<file path="src/hdl/efsd_pkg.sv">
// Package for the earliest-free server dispatch unit: field widths,
// configuration register indexes and the controller command bundle.
// No dependencies; every other file of the block but efsd_ram imports it.
package efsd_pkg;

   localparam int TIME_W     = 32;
   localparam int DUR_W      = 16;
   localparam int ACT_W      = 5;
   localparam int WAIT_W     = 16;
   localparam int CSR_IDX_W  = 2;
   localparam int CSR_DATA_W = 16;

   localparam logic [ACT_W-1:0]  ACTIVE_RESET = ACT_W'(1);
   localparam logic [WAIT_W-1:0] WAIT_RESET   = WAIT_W'(20);

   typedef enum logic [CSR_IDX_W-1:0] {
      CSR_ACTIVE_SERVERS = 2'd0,
      CSR_WAIT_LIMIT     = 2'd1
   } csr_index_type;

   // Controller to datapath commands
   typedef struct packed {
      logic load;    // capture the incoming job beat
      logic rd_en;   // read one free-at entry
      logic calc;    // form start time and late flag
      logic commit;  // write back free-at, update count, load result
   } ctrl_cmd_type;

endpackage

</file>
<file path="src/hdl/efsd_req_if.sv">
// Job channel: valid/ready handshake with arrival time and duration.
// Depends on efsd_pkg.
interface efsd_req_if;
   import efsd_pkg::*;

   logic                valid;
   logic                ready;
   logic [TIME_W-1:0]   arrival_time;
   logic [DUR_W-1:0]    service_duration;

   modport source (output valid, output arrival_time, output service_duration, input ready);
   modport sink   (input valid, input arrival_time, input service_duration, output ready);
endinterface

</file>
<file path="src/hdl/efsd_rsp_if.sv">
// Result channel: valid/ready handshake with start time, late flag and count.
// Depends on efsd_pkg.
interface efsd_rsp_if;
   import efsd_pkg::*;

   logic                valid;
   logic                ready;
   logic [TIME_W-1:0]   start_time;
   logic                late_flag;
   logic [TIME_W-1:0]   late_total;

   modport source (output valid, output start_time, output late_flag, output late_total,
                   input ready);
   modport sink   (input valid, input start_time, input late_flag, input late_total,
                   output ready);
endinterface

</file>
<file path="src/hdl/earliest_free_server_dispatch_unit.sv">
// Earliest-free server dispatch unit. Each job beat on req_ch carries an
// arrival time and a service duration; the unit picks the active server with
// the smallest free-at time (lowest index on a tie), starts the job at the
// later of arrival and that time, and moves the server's free-at time to
// start plus duration, saturating at the top of the 32-bit range. A job is
// late when the chosen free-at time exceeds arrival plus wait_limit; late
// jobs bump a saturating count. One result beat leaves on rsp_ch per job.
// A job runs from acceptance to the next acceptance in these steps: the scan
// reads the free-at RAM one server per cycle through its single read port,
// over active_servers clamped to 1..MAX_SERVERS; a drain state lets the last
// read land, a calc state forms the start time and late test, and a commit
// state writes back. The result sits in an output register, so the next job is taken
// while it waits; write-back stalls only if that register is still full.
// Free-at entries carry valid bits cleared at reset, so there is no clearing
// pass. Write configuration only while the unit is idle.
// Depends on efsd_pkg, efsd_req_if, efsd_rsp_if, efsd_ctrl and efsd_dpath.
module earliest_free_server_dispatch_unit #(
   parameter int MAX_SERVERS = 16
) (
   input  logic                             clock,
   input  logic                             reset,
   efsd_req_if.sink                         req_ch,
   efsd_rsp_if.source                       rsp_ch,
   input  logic                             csr_wr_en,
   input  logic [efsd_pkg::CSR_IDX_W-1:0]   csr_index,
   input  logic [efsd_pkg::CSR_DATA_W-1:0]  csr_wr_data
);
   import efsd_pkg::*;

   localparam int IDX_W = (MAX_SERVERS > 1) ? $clog2(MAX_SERVERS) : 1;

   logic [ACT_W-1:0]  active_servers_ff, active_servers_in;
   logic [WAIT_W-1:0] wait_limit_ff, wait_limit_in;

   ctrl_cmd_type      cmd;
   logic [IDX_W-1:0]  rd_addr;
   logic              out_free;
   logic              req_ready;

   // Register file: unknown indexes drop the write
   always_comb begin
      active_servers_in = active_servers_ff;
      wait_limit_in     = wait_limit_ff;
      if (csr_wr_en) begin
         case (csr_index)
            CSR_ACTIVE_SERVERS: active_servers_in = csr_wr_data[ACT_W-1:0];
            CSR_WAIT_LIMIT:     wait_limit_in     = csr_wr_data[WAIT_W-1:0];
            default: ;
         endcase
      end
   end

   always_ff @(posedge clock) begin
      if (reset) begin
         active_servers_ff <= ACTIVE_RESET;
         wait_limit_ff     <= WAIT_RESET;
      end else begin
         active_servers_ff <= active_servers_in;
         wait_limit_ff     <= wait_limit_in;
      end
   end

   assign req_ch.ready = req_ready;

   // Sequencer: accept, scan, calculate, write back
   efsd_ctrl #(
      .MAX_SERVERS (MAX_SERVERS)
   ) u_ctrl (
      .clock          (clock),
      .reset          (reset),
      .req_valid      (req_ch.valid),
      .req_ready      (req_ready),
      .active_servers (active_servers_ff),
      .out_free       (out_free),
      .cmd            (cmd),
      .rd_addr        (rd_addr)
   );

   // Free-at store, minimum search and result register
   efsd_dpath #(
      .MAX_SERVERS (MAX_SERVERS)
   ) u_dpath (
      .clock      (clock),
      .reset      (reset),
      .req        (req_ch),
      .rsp        (rsp_ch),
      .wait_limit (wait_limit_ff),
      .cmd        (cmd),
      .rd_addr    (rd_addr),
      .out_free   (out_free)
   );

   a_cmd_exclusive: assert property (@(posedge clock) disable iff (reset)
      $countones(cmd) <= 1)
      else $error("more than one datapath command in a cycle");
endmodule

</file>
<file path="src/hdl/efsd_ram.sv">
// Generic single-write, single-read RAM with registered read data.
// No dependencies.
module efsd_ram #(
   parameter int WIDTH = 32,
   parameter int DEPTH = 16
) (
   input  logic                                      clock,
   input  logic                                      wr_en,
   input  logic [((DEPTH > 1) ? $clog2(DEPTH) : 1)-1:0] wr_addr,
   input  logic [WIDTH-1:0]                          wr_data,
   input  logic                                      rd_en,
   input  logic [((DEPTH > 1) ? $clog2(DEPTH) : 1)-1:0] rd_addr,
   output logic [WIDTH-1:0]                          rd_data
);
   logic [WIDTH-1:0] mem [DEPTH];
   logic [WIDTH-1:0] rd_data_ff;

   always_ff @(posedge clock) begin
      if (wr_en) begin
         mem[wr_addr] <= wr_data;
      end
      if (rd_en) begin
         rd_data_ff <= mem[rd_addr];
      end
   end

   assign rd_data = rd_data_ff;
endmodule

</file>
<file path="src/hdl/efsd_ctrl.sv">
// Sequencer for the dispatch unit: accepts a job, walks the active servers,
// then steps the datapath through calculation and write-back.
// Depends on efsd_pkg.
module efsd_ctrl #(
   parameter int MAX_SERVERS = 16
) (
   input  logic                                           clock,
   input  logic                                           reset,
   input  logic                                           req_valid,
   output logic                                           req_ready,
   input  logic [efsd_pkg::ACT_W-1:0]                     active_servers,
   input  logic                                           out_free,
   output efsd_pkg::ctrl_cmd_type                         cmd,
   output logic [((MAX_SERVERS > 1) ? $clog2(MAX_SERVERS) : 1)-1:0] rd_addr
);
   import efsd_pkg::*;

   localparam int IDX_W = (MAX_SERVERS > 1) ? $clog2(MAX_SERVERS) : 1;

   typedef enum logic [2:0] {
      ST_IDLE,
      ST_SCAN,
      ST_DRAIN,
      ST_CALC,
      ST_COMMIT
   } state_type;

   state_type        state_ff, state_in;
   logic [IDX_W-1:0] scan_idx_ff, scan_idx_in;
   logic [IDX_W-1:0] last_idx_ff, last_idx_in;
   logic             ready_ff, ready_in;
   logic [IDX_W-1:0] last_idx_cfg;
   logic             load;

   // Clamp the server count to 1..MAX_SERVERS and keep the last index
   always_comb begin
      if (active_servers == '0) begin
         last_idx_cfg = '0;
      end else if (32'(active_servers) > 32'(MAX_SERVERS)) begin
         last_idx_cfg = IDX_W'(MAX_SERVERS - 1);
      end else begin
         last_idx_cfg = IDX_W'(32'(active_servers) - 32'd1);
      end
   end

   assign load = req_valid && ready_ff;

   always_comb begin
      state_in    = state_ff;
      scan_idx_in = scan_idx_ff;
      last_idx_in = last_idx_ff;
      ready_in    = ready_ff;
      cmd         = '0;
      case (state_ff)
         ST_IDLE: begin
            if (load) begin
               cmd.load    = 1'b1;
               last_idx_in = last_idx_cfg;
               scan_idx_in = '0;
               ready_in    = 1'b0;
               state_in    = ST_SCAN;
            end
         end
         ST_SCAN: begin
            cmd.rd_en = 1'b1;
            if (scan_idx_ff == last_idx_ff) begin
               state_in = ST_DRAIN;
            end else begin
               scan_idx_in = scan_idx_ff + IDX_W'(1);
            end
         end
         ST_DRAIN: begin
            state_in = ST_CALC;
         end
         ST_CALC: begin
            cmd.calc = 1'b1;
            state_in = ST_COMMIT;
         end
         ST_COMMIT: begin
            // hold until the result register can take the beat
            if (out_free) begin
               cmd.commit = 1'b1;
               ready_in   = 1'b1;
               state_in   = ST_IDLE;
            end
         end
         default: begin
            state_in = ST_IDLE;
            ready_in = 1'b1;
         end
      endcase
   end

   always_ff @(posedge clock) begin
      if (reset) begin
         state_ff    <= ST_IDLE;
         ready_ff    <= 1'b1;
         scan_idx_ff <= '0;
         last_idx_ff <= '0;
      end else begin
         state_ff    <= state_in;
         ready_ff    <= ready_in;
         scan_idx_ff <= scan_idx_in;
         last_idx_ff <= last_idx_in;
      end
   end

   assign req_ready = ready_ff;
   assign rd_addr   = scan_idx_ff;

   a_scan_in_range: assert property (@(posedge clock) disable iff (reset)
      state_ff == ST_SCAN |-> scan_idx_ff <= last_idx_ff)
      else $error("scan index passed the last active server");

   a_ready_only_idle: assert property (@(posedge clock) disable iff (reset)
      ready_ff |-> state_ff == ST_IDLE)
      else $error("ready raised outside idle");
endmodule

</file>
<file path="src/hdl/efsd_dpath.sv">
// Datapath of the dispatch unit: free-at RAM with valid bits, running
// minimum, late test, saturating finish time and count, result register.
// Depends on efsd_pkg, efsd_req_if, efsd_rsp_if and efsd_ram.
module efsd_dpath #(
   parameter int MAX_SERVERS = 16
) (
   input  logic                                           clock,
   input  logic                                           reset,
   efsd_req_if.sink                                       req,
   efsd_rsp_if.source                                     rsp,
   input  logic [efsd_pkg::WAIT_W-1:0]                    wait_limit,
   input  efsd_pkg::ctrl_cmd_type                         cmd,
   input  logic [((MAX_SERVERS > 1) ? $clog2(MAX_SERVERS) : 1)-1:0] rd_addr,
   output logic                                           out_free
);
   import efsd_pkg::*;

   localparam int IDX_W = (MAX_SERVERS > 1) ? $clog2(MAX_SERVERS) : 1;
   localparam logic [TIME_W-1:0] TIME_TOP = '1;

   logic [MAX_SERVERS-1:0] valid_ff;
   logic                   rd_pending_ff;
   logic [IDX_W-1:0]       rd_idx_ff;
   logic                   rd_vld_ff;
   logic [TIME_W-1:0]      ram_rd_data;
   logic [TIME_W-1:0]      entry;

   logic [TIME_W-1:0]      arrival_ff;
   logic [DUR_W-1:0]       duration_ff;
   logic [TIME_W-1:0]      min_ff, min_in;
   logic [IDX_W-1:0]       best_ff, best_in;
   logic [TIME_W-1:0]      start_ff;
   logic                   late_ff;
   logic [TIME_W-1:0]      late_cnt_ff, late_cnt_in;

   logic [TIME_W:0]        late_bound;
   logic [TIME_W:0]        finish_wide;
   logic [TIME_W-1:0]      finish;

   logic                   rsp_valid_ff;
   logic [TIME_W-1:0]      rsp_start_ff;
   logic                   rsp_late_ff;
   logic [TIME_W-1:0]      rsp_total_ff;

   efsd_ram #(
      .WIDTH (TIME_W),
      .DEPTH (MAX_SERVERS)
   ) u_free_at (
      .clock   (clock),
      .wr_en   (cmd.commit),
      .wr_addr (best_ff),
      .wr_data (finish),
      .rd_en   (cmd.rd_en),
      .rd_addr (rd_addr),
      .rd_data (ram_rd_data)
   );

   // never-written entries read as zero
   assign entry = rd_vld_ff ? ram_rd_data : '0;

   // running minimum, strict compare keeps the lowest index on a tie
   always_comb begin
      min_in  = min_ff;
      best_in = best_ff;
      if (rd_pending_ff && ((rd_idx_ff == '0) || (entry < min_ff))) begin
         min_in  = entry;
         best_in = rd_idx_ff;
      end
   end

   assign late_bound  = {1'b0, arrival_ff} + {{(TIME_W + 1 - WAIT_W){1'b0}}, wait_limit};
   assign finish_wide = {1'b0, start_ff} + {{(TIME_W + 1 - DUR_W){1'b0}}, duration_ff};
   assign finish      = finish_wide[TIME_W] ? TIME_TOP : finish_wide[TIME_W-1:0];

   always_comb begin
      late_cnt_in = late_cnt_ff;
      if (cmd.commit && late_ff && (late_cnt_ff != TIME_TOP)) begin
         late_cnt_in = late_cnt_ff + TIME_W'(1);
      end
   end

   always_ff @(posedge clock) begin
      if (reset) begin
         valid_ff      <= '0;
         rd_pending_ff <= 1'b0;
         late_cnt_ff   <= '0;
         rsp_valid_ff  <= 1'b0;
      end else begin
         rd_pending_ff <= cmd.rd_en;
         late_cnt_ff   <= late_cnt_in;
         if (cmd.commit) begin
            valid_ff[best_ff] <= 1'b1;
            rsp_valid_ff      <= 1'b1;
         end else if (rsp.ready) begin
            rsp_valid_ff      <= 1'b0;
         end
      end
   end

   always_ff @(posedge clock) begin
      rd_idx_ff <= rd_addr;
      rd_vld_ff <= valid_ff[rd_addr];
      min_ff    <= min_in;
      best_ff   <= best_in;
      if (cmd.load) begin
         arrival_ff  <= req.arrival_time;
         duration_ff <= req.service_duration;
      end
      if (cmd.calc) begin
         late_ff  <= {1'b0, min_ff} > late_bound;
         start_ff <= (arrival_ff > min_ff) ? arrival_ff : min_ff;
      end
      if (cmd.commit) begin
         rsp_start_ff <= start_ff;
         rsp_late_ff  <= late_ff;
         rsp_total_ff <= late_cnt_in;
      end
   end

   assign out_free       = !rsp_valid_ff || rsp.ready;
   assign rsp.valid      = rsp_valid_ff;
   assign rsp.start_time = rsp_start_ff;
   assign rsp.late_flag  = rsp_late_ff;
   assign rsp.late_total = rsp_total_ff;

   a_commit_needs_room: assert property (@(posedge clock) disable iff (reset)
      cmd.commit |-> (!rsp_valid_ff || rsp.ready))
      else $error("result overwritten before it was taken");

   a_count_monotonic: assert property (@(posedge clock) disable iff (reset)
      1'b1 |=> late_cnt_ff >= $past(late_cnt_ff))
      else $error("late count went backwards");

   a_late_counted: assert property (@(posedge clock) disable iff (reset)
      rsp_valid_ff && rsp_late_ff |-> rsp_total_ff != '0)
      else $error("late result with zero late total");
endmodule

</file>
<file path="src/flat_wrapper.sv">
// flat-port wrapper written by rule: the top's interface ports become plain ports
module earliest_free_server_dispatch_unit_flat import efsd_pkg::*;
#(
   parameter int MAX_SERVERS = 16
)
  (clock, reset, csr_wr_en, csr_index, csr_wr_data, req_ch_valid, req_ch_arrival_time, req_ch_service_duration, req_ch_ready, rsp_ch_valid, rsp_ch_start_time, rsp_ch_late_flag, rsp_ch_late_total, rsp_ch_ready);
  efsd_req_if req_ch_i ();
  efsd_rsp_if rsp_ch_i ();
  input  logic clock;
  input  logic reset;
  input  logic csr_wr_en;
  input  logic [efsd_pkg::CSR_IDX_W-1:0] csr_index;
  input  logic [efsd_pkg::CSR_DATA_W-1:0] csr_wr_data;
  input wire logic [$bits(req_ch_i.valid)-1:0] req_ch_valid;
  input wire logic [$bits(req_ch_i.arrival_time)-1:0] req_ch_arrival_time;
  input wire logic [$bits(req_ch_i.service_duration)-1:0] req_ch_service_duration;
  output wire logic [$bits(req_ch_i.ready)-1:0] req_ch_ready;
  output wire logic [$bits(rsp_ch_i.valid)-1:0] rsp_ch_valid;
  output wire logic [$bits(rsp_ch_i.start_time)-1:0] rsp_ch_start_time;
  output wire logic [$bits(rsp_ch_i.late_flag)-1:0] rsp_ch_late_flag;
  output wire logic [$bits(rsp_ch_i.late_total)-1:0] rsp_ch_late_total;
  input wire logic [$bits(rsp_ch_i.ready)-1:0] rsp_ch_ready;
  assign req_ch_i.valid = req_ch_valid;
  assign req_ch_i.arrival_time = req_ch_arrival_time;
  assign req_ch_i.service_duration = req_ch_service_duration;
  assign req_ch_ready = req_ch_i.ready;
  assign rsp_ch_valid = rsp_ch_i.valid;
  assign rsp_ch_start_time = rsp_ch_i.start_time;
  assign rsp_ch_late_flag = rsp_ch_i.late_flag;
  assign rsp_ch_late_total = rsp_ch_i.late_total;
  assign rsp_ch_i.ready = rsp_ch_ready;
  earliest_free_server_dispatch_unit #(.MAX_SERVERS(MAX_SERVERS)) u_core (.clock(clock), .reset(reset), .req_ch(req_ch_i), .rsp_ch(rsp_ch_i), .csr_wr_en(csr_wr_en), .csr_index(csr_index), .csr_wr_data(csr_wr_data));
endmodule
</file>
<file path="config.mk">
export PLATFORM = sky130hd
export DESIGN_NAME = earliest_free_server_dispatch_unit_flat
export DESIGN_NICKNAME = d
export VERILOG_FILES = /design/src/hdl/efsd_pkg.sv /design/src/hdl/efsd_req_if.sv /design/src/hdl/efsd_rsp_if.sv /design/src/hdl/earliest_free_server_dispatch_unit.sv /design/src/hdl/efsd_ram.sv /design/src/hdl/efsd_ctrl.sv /design/src/hdl/efsd_dpath.sv /design/src/flat_wrapper.sv
export SDC_FILE = /design/constraint.sdc
export NUM_CORES = 1
export LEC_CHECK = 0
export BUFFER_PORTS_ARGS = -buffer_cell sky130_fd_sc_hd__buf_2
export CAP_MARGIN = 20
export CORE_MARGIN = 2
export CORE_UTILIZATION = 35
export CTS_CLUSTER_SIZE = 16
export DETAILED_ROUTE_END_ITERATION = 8
export PLACE_DENSITY = 0.48
export SYNTH_ARGS = -nofsm -noshare
export SYNTH_HDL_FRONTEND = slang
export SYNTH_SLANG_ARGS = --single-unit
</file>
<file path="constraint.sdc">
create_clock -name clock -period 7.9 [get_ports clock]
set_input_delay 0.79 -clock clock [delete_from_list [all_inputs] [get_ports clock]]
set_output_delay 0.79 -clock clock [all_outputs]
set_load 0.02 [all_outputs]
</file>
==> run_results.csv, run 1 <==
group,metric,value,unit
critical_path,arrival,5.27,ns
global_route,track_usage,17.6,%
floorplan,die_h,318,um
clocking,clk_pin_slew,0.06,ns
global_route,grt_max_degree,84,
cells_and_area,final_core_util,40.4,%
sta,max_slew_margin,30.3,%
sta,fmax,210,MHz
sta,finalCritPeriodShare,60.4,%
floorplan,core-area,0.0980,mm2
critical_path,worstPathMaxFanout,8,
critical_path,timing.critical_path.buf_inv,0,
yosys,mappedNetlistNets,2246,
clocking,h-tree-depth,3,
sta,tightestPinTransition,1.05,ns
min_path,min_path_type,"primary input to register",
yosys,yosys_warnings,0,
floorplan,die_area,0.101,mm2
drt,routed_wirelength,89.1,mm
clocking,worstSkewPairLatency,0.66,ns
yosys,syn_inst,2043,
cells_and_area,layout.nets,2445,
placed_design,io_buffers,137,
sta,fin_skew,0.0297,ns
global_route,antenna_found_initial,2,
drt,route.detailed.drc,0,
clocking,holdBufCountCts,0,
placed_design,globalplace.congestion,0.833,
yosys,synth_ff_type,"edfxtp_1",
yosys,synth.most_common_cell,"edfxtp_1",
placed_design,placed_area,0.0368,mm2
clocking,postCtsSetupBuffers,0,
critical_path,start_kind,"register",
cells_and_area,fin_area,0.0396,mm2
yosys,synth.largest_area_cell,"edfxtp_1",
floorplan,boundaryPins,138,
min_path,min_to,"u_core.u_dpath.arrival_ff[20]$_DFFE_PP_",
critical_path,required,8.40,ns
yosys,synth-edff-count,726,
pwr,power,0.0113,W
cells_and_area,nFillCells,8866,
yosys,synth.distinct_cells,71,
min_path,hp-start,"req_ch_arrival_time[20]",
placed_design,place_hpwl,54.1,mm
critical_path,crit_chain,"ha_1 > and3_1 > and3_1 > a211oi_2 > o21ai_0 > a31oi_1 > nor2b_1 > xnor2_1 > ha_1 > and3_1 > nand4_1 > nor2_1 > o311ai_0 > nand3b_1 > a31oi_1 > a31oi_1",
sta,slew_violations,0,
critical_path,regToRegSetupSlack,3.13,ns
yosys,yosysSeqAreaShare,68.4,%
yosys,synthesis.area,0.0344,mm2
floorplan,die_x,318,um
pwr,power_density,286,mW/mm2
critical_path,reg2regPathDepth,16,
yosys,ys_seq_elements,814,
drt,drt-initial-drc-count,1346,
sta,setup_tns,0,ns
flow_run,cap_violations,0,
global_route,grt_pass1_vias,19500,
clocking,cts_resized,0,
cells_and_area,area_growth_syn_to_layout,15.1,%
critical_path,critPathSlowestCell,"a31oi_1",
placed_design,pre_cts_ws,3.07,ns
critical_path,worstReg2RegEnd,"u_core.u_dpath.late_ff$_DFFE_PP_",
yosys,synth_common_cells,"edfxtp_1, mux4_2, ha_1, nor2_1, nand2_1",
yosys,synth_area_leaders,"edfxtp_1, mux4_2, dfxtp_1",
clocking,numCtsBuffers,88,
sta,period_needed,4.77,ns
sta,finalHoldViolations,0,
critical_path,slowest_delay,0.77,ns
clocking,cts.sinks,814,
drt,routed_via_density,5.25,
drt,num_vias,18900,
critical_path,cp_top_family,"compound AO/OA/AOI/OAI gates",
outcome,outcome,"finished, final reports clean",
critical_path,crit_type,"register to register",
drt,drtPass1Iterations,5,
pwr,irDropWorstVdd,0.000146,V
clocking,clockBufferDepth,3,
critical_path,cp-end-kind,"register",
sta,setup_ws,3.13,ns
yosys,synthArstFlopShare,0,%
drt,routedWlPerCell,24.7,um
global_route,gr-total-overflow,0,
clocking,cts_tree,"done",
sta,setup-violations-final,0,
critical_path,worstReg2RegStart,"u_core.u_dpath.arrival_ff[7]$_DFFE_PP_",
floorplan,start_util,35.2,%
yosys,synth_top_cell_area_share,63.3,%
clocking,cts_root_buffer,"clkbuf_16",
yosys,syn_avg_cell_area,16.9,um2
cells_and_area,layout-drive-gt1-share,23.5,%
pwr,p_leak,13.4,nW
floorplan,num_rows,115,
global_route,grt_pass1_wl,131,mm
sta,rsz0062_at_grt,"no",
min_path,hold-path-cell-count,1,
drt,ant_nets,0,
-- sequential cells by signal, indices dropped and copies added, names as in the netlist, 3 cells and up --
register,flops
u_core.active_servers_ff,5
u_core.u_ctrl.last_idx_ff,4
u_core.u_ctrl.rd_addr,4
u_core.u_ctrl.state_ff,3
u_core.u_dpath.arrival_ff,32
u_core.u_dpath.best_ff,4
u_core.u_dpath.duration_ff,16
u_core.u_dpath.late_cnt_ff,32
u_core.u_dpath.min_ff,32
u_core.u_dpath.rd_idx_ff,4
u_core.u_dpath.rsp.late_total,32
u_core.u_dpath.rsp.start_time,32
u_core.u_dpath.start_ff,32
u_core.u_dpath.u_free_at.mem,512
u_core.u_dpath.u_free_at.rd_data,32
u_core.u_dpath.valid_ff,16
u_core.wait_limit_ff,16
-- kinds of logic (layout without fill, tap and decap cells) --
group	after synthesis	count (layout)	synth area share, %
other cells	0	1	0
simple gates	461	461	6.90
xor+xnor	77	77	1.98
buf+inv	124	397	1.47
fa+ha+maj	132	132	4.84
flops	814	814	68.4
mux	207	207	12.1
compound gates	228	228	4.26
-- routing by layer --
metal,vias up,global-route usage [%],wire (um)
met5,-,0,0
met4,0,5.08,1910
met3,121,2.34,3610
met2,478,30.3,44600
met1,9863,23.4,39100
li1,8454,-,-
-- cell usage in the layout, fill, tap and decap left out, types with 6 or more instances in the layout --
master     instances
o21ai_0           40
nand4_1           28
nor2_4            10
dfxtp_1           84
and3_1            28
xor2_1            42
mux4_2           165
nand3_1           40
nand2b_1          10
and4_1             7
nor2_1           102
edfxtp_1         726
o21bai_1           7
clkinv_1          28
clkbuf_16         89
nand3b_1           7
buf_4             37
mux2_2            37
ha_1             130
a21oi_1           82
nor3_2             6
a31oi_1           11
xnor2_1           34
o211ai_1           6
nor3_1            19
clkbuf_1          15
inv_1             56
buf_2            137
a211oi_1          16
a21o_1            23
o21a_1            12
clkinv_2          17
nor2b_1           40
and2_1            36
nand2_1           97
-- area by class of cell --
cell class              count  area (um2)  share of cell area (%)
diodes                      1        2.50                 0.00631
clock buffers             105        2300                    5.80
clock inverters            59         455                    1.15
inverters                  57         214                   0.540
multi-input cells        1105       10500                    26.5
flip-flops and latches    814       23600                    59.5
well taps                1287        1610                    4.06
repair buffers            176         991                    2.50
-- per-stage QoR --
step,hold slack [ns],instances
after floorplan,0.326,2043
after global placement,0.416,3434
after detailed placement,0.428,3434
after CTS,0.266,3598
after global routing,0.285,3603
final,0.314,3604
-- how the worst max path moves through the flow --
stage	start	end	slack (ns)	cells past startpoint
3_3_place_gp	u_core.u_dpath.arrival_ff[1]$_DFFE_PP_	u_core.u_dpath.late_ff$_DFFE_PP_	3.18	16
5_1_grt	u_core.u_dpath.arrival_ff[1]$_DFFE_PP_	u_core.u_dpath.late_ff$_DFFE_PP_	2.82	16
4_1_cts	u_core.u_dpath.arrival_ff[1]$_DFFE_PP_	u_core.u_dpath.late_ff$_DFFE_PP_	3.05	16
3_5_place_dp	u_core.u_dpath.arrival_ff[7]$_DFFE_PP_	u_core.u_dpath.late_ff$_DFFE_PP_	3.07	16
2_1_floorplan	rsp_ch_ready	u_core.u_dpath.u_free_at.mem[11][0]$_DFFE_PP_	1.64	5
6_report	u_core.u_dpath.arrival_ff[7]$_DFFE_PP_	u_core.u_dpath.late_ff$_DFFE_PP_	3.13	16
-- report_power, final --
part           internal (W)  leakage (nW)  switching [W]
combinational      0.000722          4.77        0.00118
sequential          0.00527          7.25       0.000216
clock               0.00225          1.35        0.00172
No activity file was read; power rests on OpenSTA's default activity.
==> run 2: changes to the inputs <==
--- a/config.mk
+++ b/config.mk
@@ -5,13 +5,14 @@
 export SDC_FILE = /design/constraint.sdc
 export NUM_CORES = 1
 export LEC_CHECK = 0
+export ABC_AREA = 1
 export BUFFER_PORTS_ARGS = -buffer_cell sky130_fd_sc_hd__buf_2
 export CAP_MARGIN = 20
 export CORE_MARGIN = 2
 export CORE_UTILIZATION = 35
 export CTS_CLUSTER_SIZE = 16
 export DETAILED_ROUTE_END_ITERATION = 8
-export PLACE_DENSITY = 0.48
+export PLACE_DENSITY = 0.5
 export SYNTH_ARGS = -nofsm -noshare
 export SYNTH_HDL_FRONTEND = slang
 export SYNTH_SLANG_ARGS = --single-unit
==> constraint.sdc (replaced) <==
create_clock -name clock -period 4 [get_ports clock]
set_input_delay 0.4 -clock clock [delete_from_list [all_inputs] [get_ports clock]]
set_output_delay 0.4 -clock clock [all_outputs]
set_load 0.02 [all_outputs]
==> run 2 against run 1 <==
Final area up 6.5%. Utilization grew 0.94 points. Area after synthesis increased by 4.7%. Via count increased by 33%. Worst hold slack worse by 0.23 ns. Die area increased by 4.7%. Largest cell class unchanged. Setup slack lost 2.8 ns. Final cell count is 35% higher.
==> run_results.csv, run 2 <==
group,metric,value,unit
yosys,synth_top_cell_area_share,60.4,%
pwr,p_int,0.0158,W
critical_path,arrival,4.07,ns
sta,setup_ws,0.369,ns
yosys,synthArstFlopShare,0,%
drt,routed_wirelength,106,mm
sta,period_needed,3.63,ns
floorplan,die_x,325,um
cells_and_area,mostFrequentLayoutCell,"edfxtp_1",
yosys,yosys.area_share.simple,13.6,%
yosys,mappedNetlistNets,3398,
global_route,grt_max_degree,170,
yosys,synth_area_leaders,"edfxtp_1, dfxtp_1, nand2_1",
placed_design,globalplace.congestion,0.887,
global_route,track_usage,19.8,%
cells_and_area,layout_common_cells,"edfxtp_1, nand2_1, nor2_1",
yosys,synthAdderAreaFrac,4.62,%
flow_run,cap_violations,0,
drt,ant_nets,0,
placed_design,place_hpwl,65.0,mm
clocking,cts.sinks,814,
cells_and_area,layout.nets,3617,
sta,fin_skew,0.0546,ns
yosys,syn_avg_cell_area,11.3,um2
critical_path,reg2regPathDepth,20,
pwr,seq_power_share,45.3,%
placed_design,pre_cts_ws,0.244,ns
pwr,power_density,530,mW/mm2
drt,num_vias,25100,
clocking,h-tree-depth,3,
pwr,power_frac_comb,17.5,%
cells_and_area,layout.cells.non_filler,4849,
drt,routed_via_density,5.18,
outcome,outcome,"finished, final reports clean",
critical_path,cp-end-kind,"register",
min_path,min_path_type,"primary input to register",
drt,drt-initial-drc-count,2291,
clocking,cts_root_buffer,"clkbuf_16",
clocking,numCtsBuffers,89,
floorplan,num_rows,117,
critical_path,critPathSlowestCell,"edfxtp_1",
critical_path,crit_type,"register to register",
yosys,synth_compound_area_share,10.8,%
yosys,synth_top_family_by_area,"simple AND/OR/NAND/NOR gates",
yosys,synth_xor_area_share,1.70,%
yosys,synth_ff_type,"edfxtp_1",
pwr,switchingPower,0.00656,W
clocking,cts_tree,"done",
cells_and_area,final_core_util,41.4,%
cells_and_area,nFillCells,9680,
cells_and_area,area_growth_syn_to_layout,17.1,%
critical_path,slowest_delay,0.41,ns
critical_path,worstPathMaxFanout,3,
yosys,syn_inst,3195,
floorplan,die_h,325,um
pwr,p_leak,15.6,nW
clocking,worstSkewPairLatency,0.68,ns
pwr,irDropWorstVdd,0.000468,V
pwr,clkPwrFrac,37.2,%
cells_and_area,largest_reg_flops,512,
sta,finalCritPeriodShare,90.8,%
yosys,synth.largest_area_cell,"edfxtp_1",
clocking,clockBufferDepth,3,
sta,slew_violations,0,
global_route,antenna_found_initial,0,
clocking,clk_pin_slew,0.06,ns
pwr,switching_share,29.3,%
cells_and_area,n_antenna_cell,0,
sta,max_slew_margin,25.3,%
yosys,synth.most_common_cell,"edfxtp_1",
floorplan,boundaryPins,138,
yosys,ys_seq_elements,814,
global_route,grt_pass1_vias,24300,
sta,hold_slack,0.0807,ns
yosys,synth-edff-count,726,
yosys,yosysSeqAreaShare,65.3,%
floorplan,die_area,0.106,mm2
sta,rsz0062_at_grt,"no",
yosys,synth_common_cells,"edfxtp_1, nand2_1, nor2_1, o21ai_0, inv_1",
critical_path,required,4.43,ns
floorplan,core-area,0.102,mm2
global_route,grt_pass1_wl,157,mm
cells_and_area,top_register,"u_core.u_dpath.u_free_at.mem",
sta,setup_tns,0,ns
critical_path,crit_chain,"ha_1 > fa_1 > a21oi_1 > o21ai_1 > a21oi_1 > buf_4 > inv_1 > nand2_1 > nand2_1 > nand3_1 > nand2_1 > xor2_1 > ha_1 > nand2_1 > nor3_1 > nand2_1 > nor4_1 > a21oi_1 > nand2_1 > inv_1",
critical_path,cp_top_family,"simple AND/OR/NAND/NOR gates",
drt,drtPass1Iterations,7,
min_path,hold-path-cell-count,4,
sta,setup-violations-final,0,
yosys,synthesis.area,0.0361,mm2
yosys,synth.mux.area_fraction,0,%
drt,routedWlPerCell,21.9,um
placed_design,place_inst,4627,
critical_path,start_kind,"register",
yosys,yosys_warnings,0,
critical_path,crit_path_frequent_cell,"nand2_1",
sta,tightestPinTransition,1.12,ns
placed_design,io_buffers,137,
critical_path,timing.critical_path.buf_inv,3,
sta,fmax,275,MHz
yosys,synth.distinct_cells,53,
global_route,gr-total-overflow,0,
drt,route.detailed.drc,0,
sta,finalHoldViolations,0,
floorplan,start_util,35.4,%
cells_and_area,layout-drive-gt1-share,12.2,%
critical_path,crit_cells,20,
-- run 2: cell count changes after synthesis, sizes merged, moves of 37 or more --
cell / change
nand2: +390
nor2: +344
o21ai: +292
mux4: -165
inv: +161
o221ai: +107
nand3: +98
clkbuf: +56
a21oi: +46
nor2b: -41
and2: -37
mux2: -37
-- run 2: cells by family after synthesis --
| group | Yosys count |
|---|---|
| flip-flops | 814 |
| adder cells (fa/ha/maj) | 132 |
| XOR/XNOR | 70 |
| AO/OA/AOI/OAI | 649 |
| buffers and inverters | 356 |
| AND/OR/NAND/NOR | 1174 |
-- run 2: final timing paths --
kind,slack [ns],startpoint,end
hold / removal,0.08,rsp_ch_ready,u_core.u_dpath.rsp.valid$_SDFFE_PP0P_
setup reg to reg,0.37,u_core.u_dpath.arrival_ff[0]$_DFFE_PP_,u_core.u_dpath.late_ff$_DFFE_PP_
setup / recovery,0.37,u_core.u_dpath.arrival_ff[0]$_DFFE_PP_,u_core.u_dpath.late_ff$_DFFE_PP_
hold reg to reg,0.44,u_core.u_dpath.rd_idx_ff[3]$_DFF_P_,u_core.u_dpath.best_ff[3]$_DFFE_PP_
-- run 2: layer usage --
layer / up-vias / routed length [um] / GRT usage, %
li1: 11900 / - / -
met1: 12300 / 50500 / 28.5
met2: 723 / 48100 / 31.2
met3: 151 / 5460 / 2.77
met4: 0 / 2320 / 5.06
met5: - / 0 / 0
-- run 2: worst register-to-register path, delay by kind of cell (launching register included) --
family          cells  cell delay [ns]
compound gates      4             0.50
xor+xnor            1             0.15
fa+ha+maj           3             0.96
buf+inv             3             0.24
flops               1             0.41
simple gates        9             1.14
-- run 2: through the flow --
step / instance area [um2] / total power [W]
after floorplan: 36100 / 0.0127
after global routing: 42200 / 0.0234
after detailed placement: 38600 / 0.0142
after CTS: 42200 / 0.0226
final: 42200 / 0.0224
after global placement: 38600 / 0.0142
-- run 2: what timing repair did --
action                                 4_1_cts  5_1_grt
setup endpoints to repair                    0        1
gates resized for setup                      0        2
buffers inserted                             0        0
hold buffers                                64        0
endpoints found under the hold margin       66        0
-- run 2: power groups by stage --
stage / combinational (W) / clock (W) / sequential (W)
after detailed placement: 0.00386 / 0 / 0.0103
after global routing: 0.00441 / 0.00884 / 0.0102
after floorplan: 0.00259 / 0 / 0.0101
after CTS: 0.00393 / 0.00853 / 0.0101
after global placement: 0.00386 / 0 / 0.0103
final: 0.00392 / 0.00832 / 0.0101
-- run 2: layout make-up --
type,count,area [um2],share of cell area (%)
Inverter,218,826,1.96
Tap cell,1368,1710,4.05
Clock buffer,112,2340,5.55
Timing Repair Buffer,266,1940,4.59
Multi-Input combinational cell,2025,11200,26.6
Clock inverter,46,597,1.41
Sequential cell,814,23600,55.8
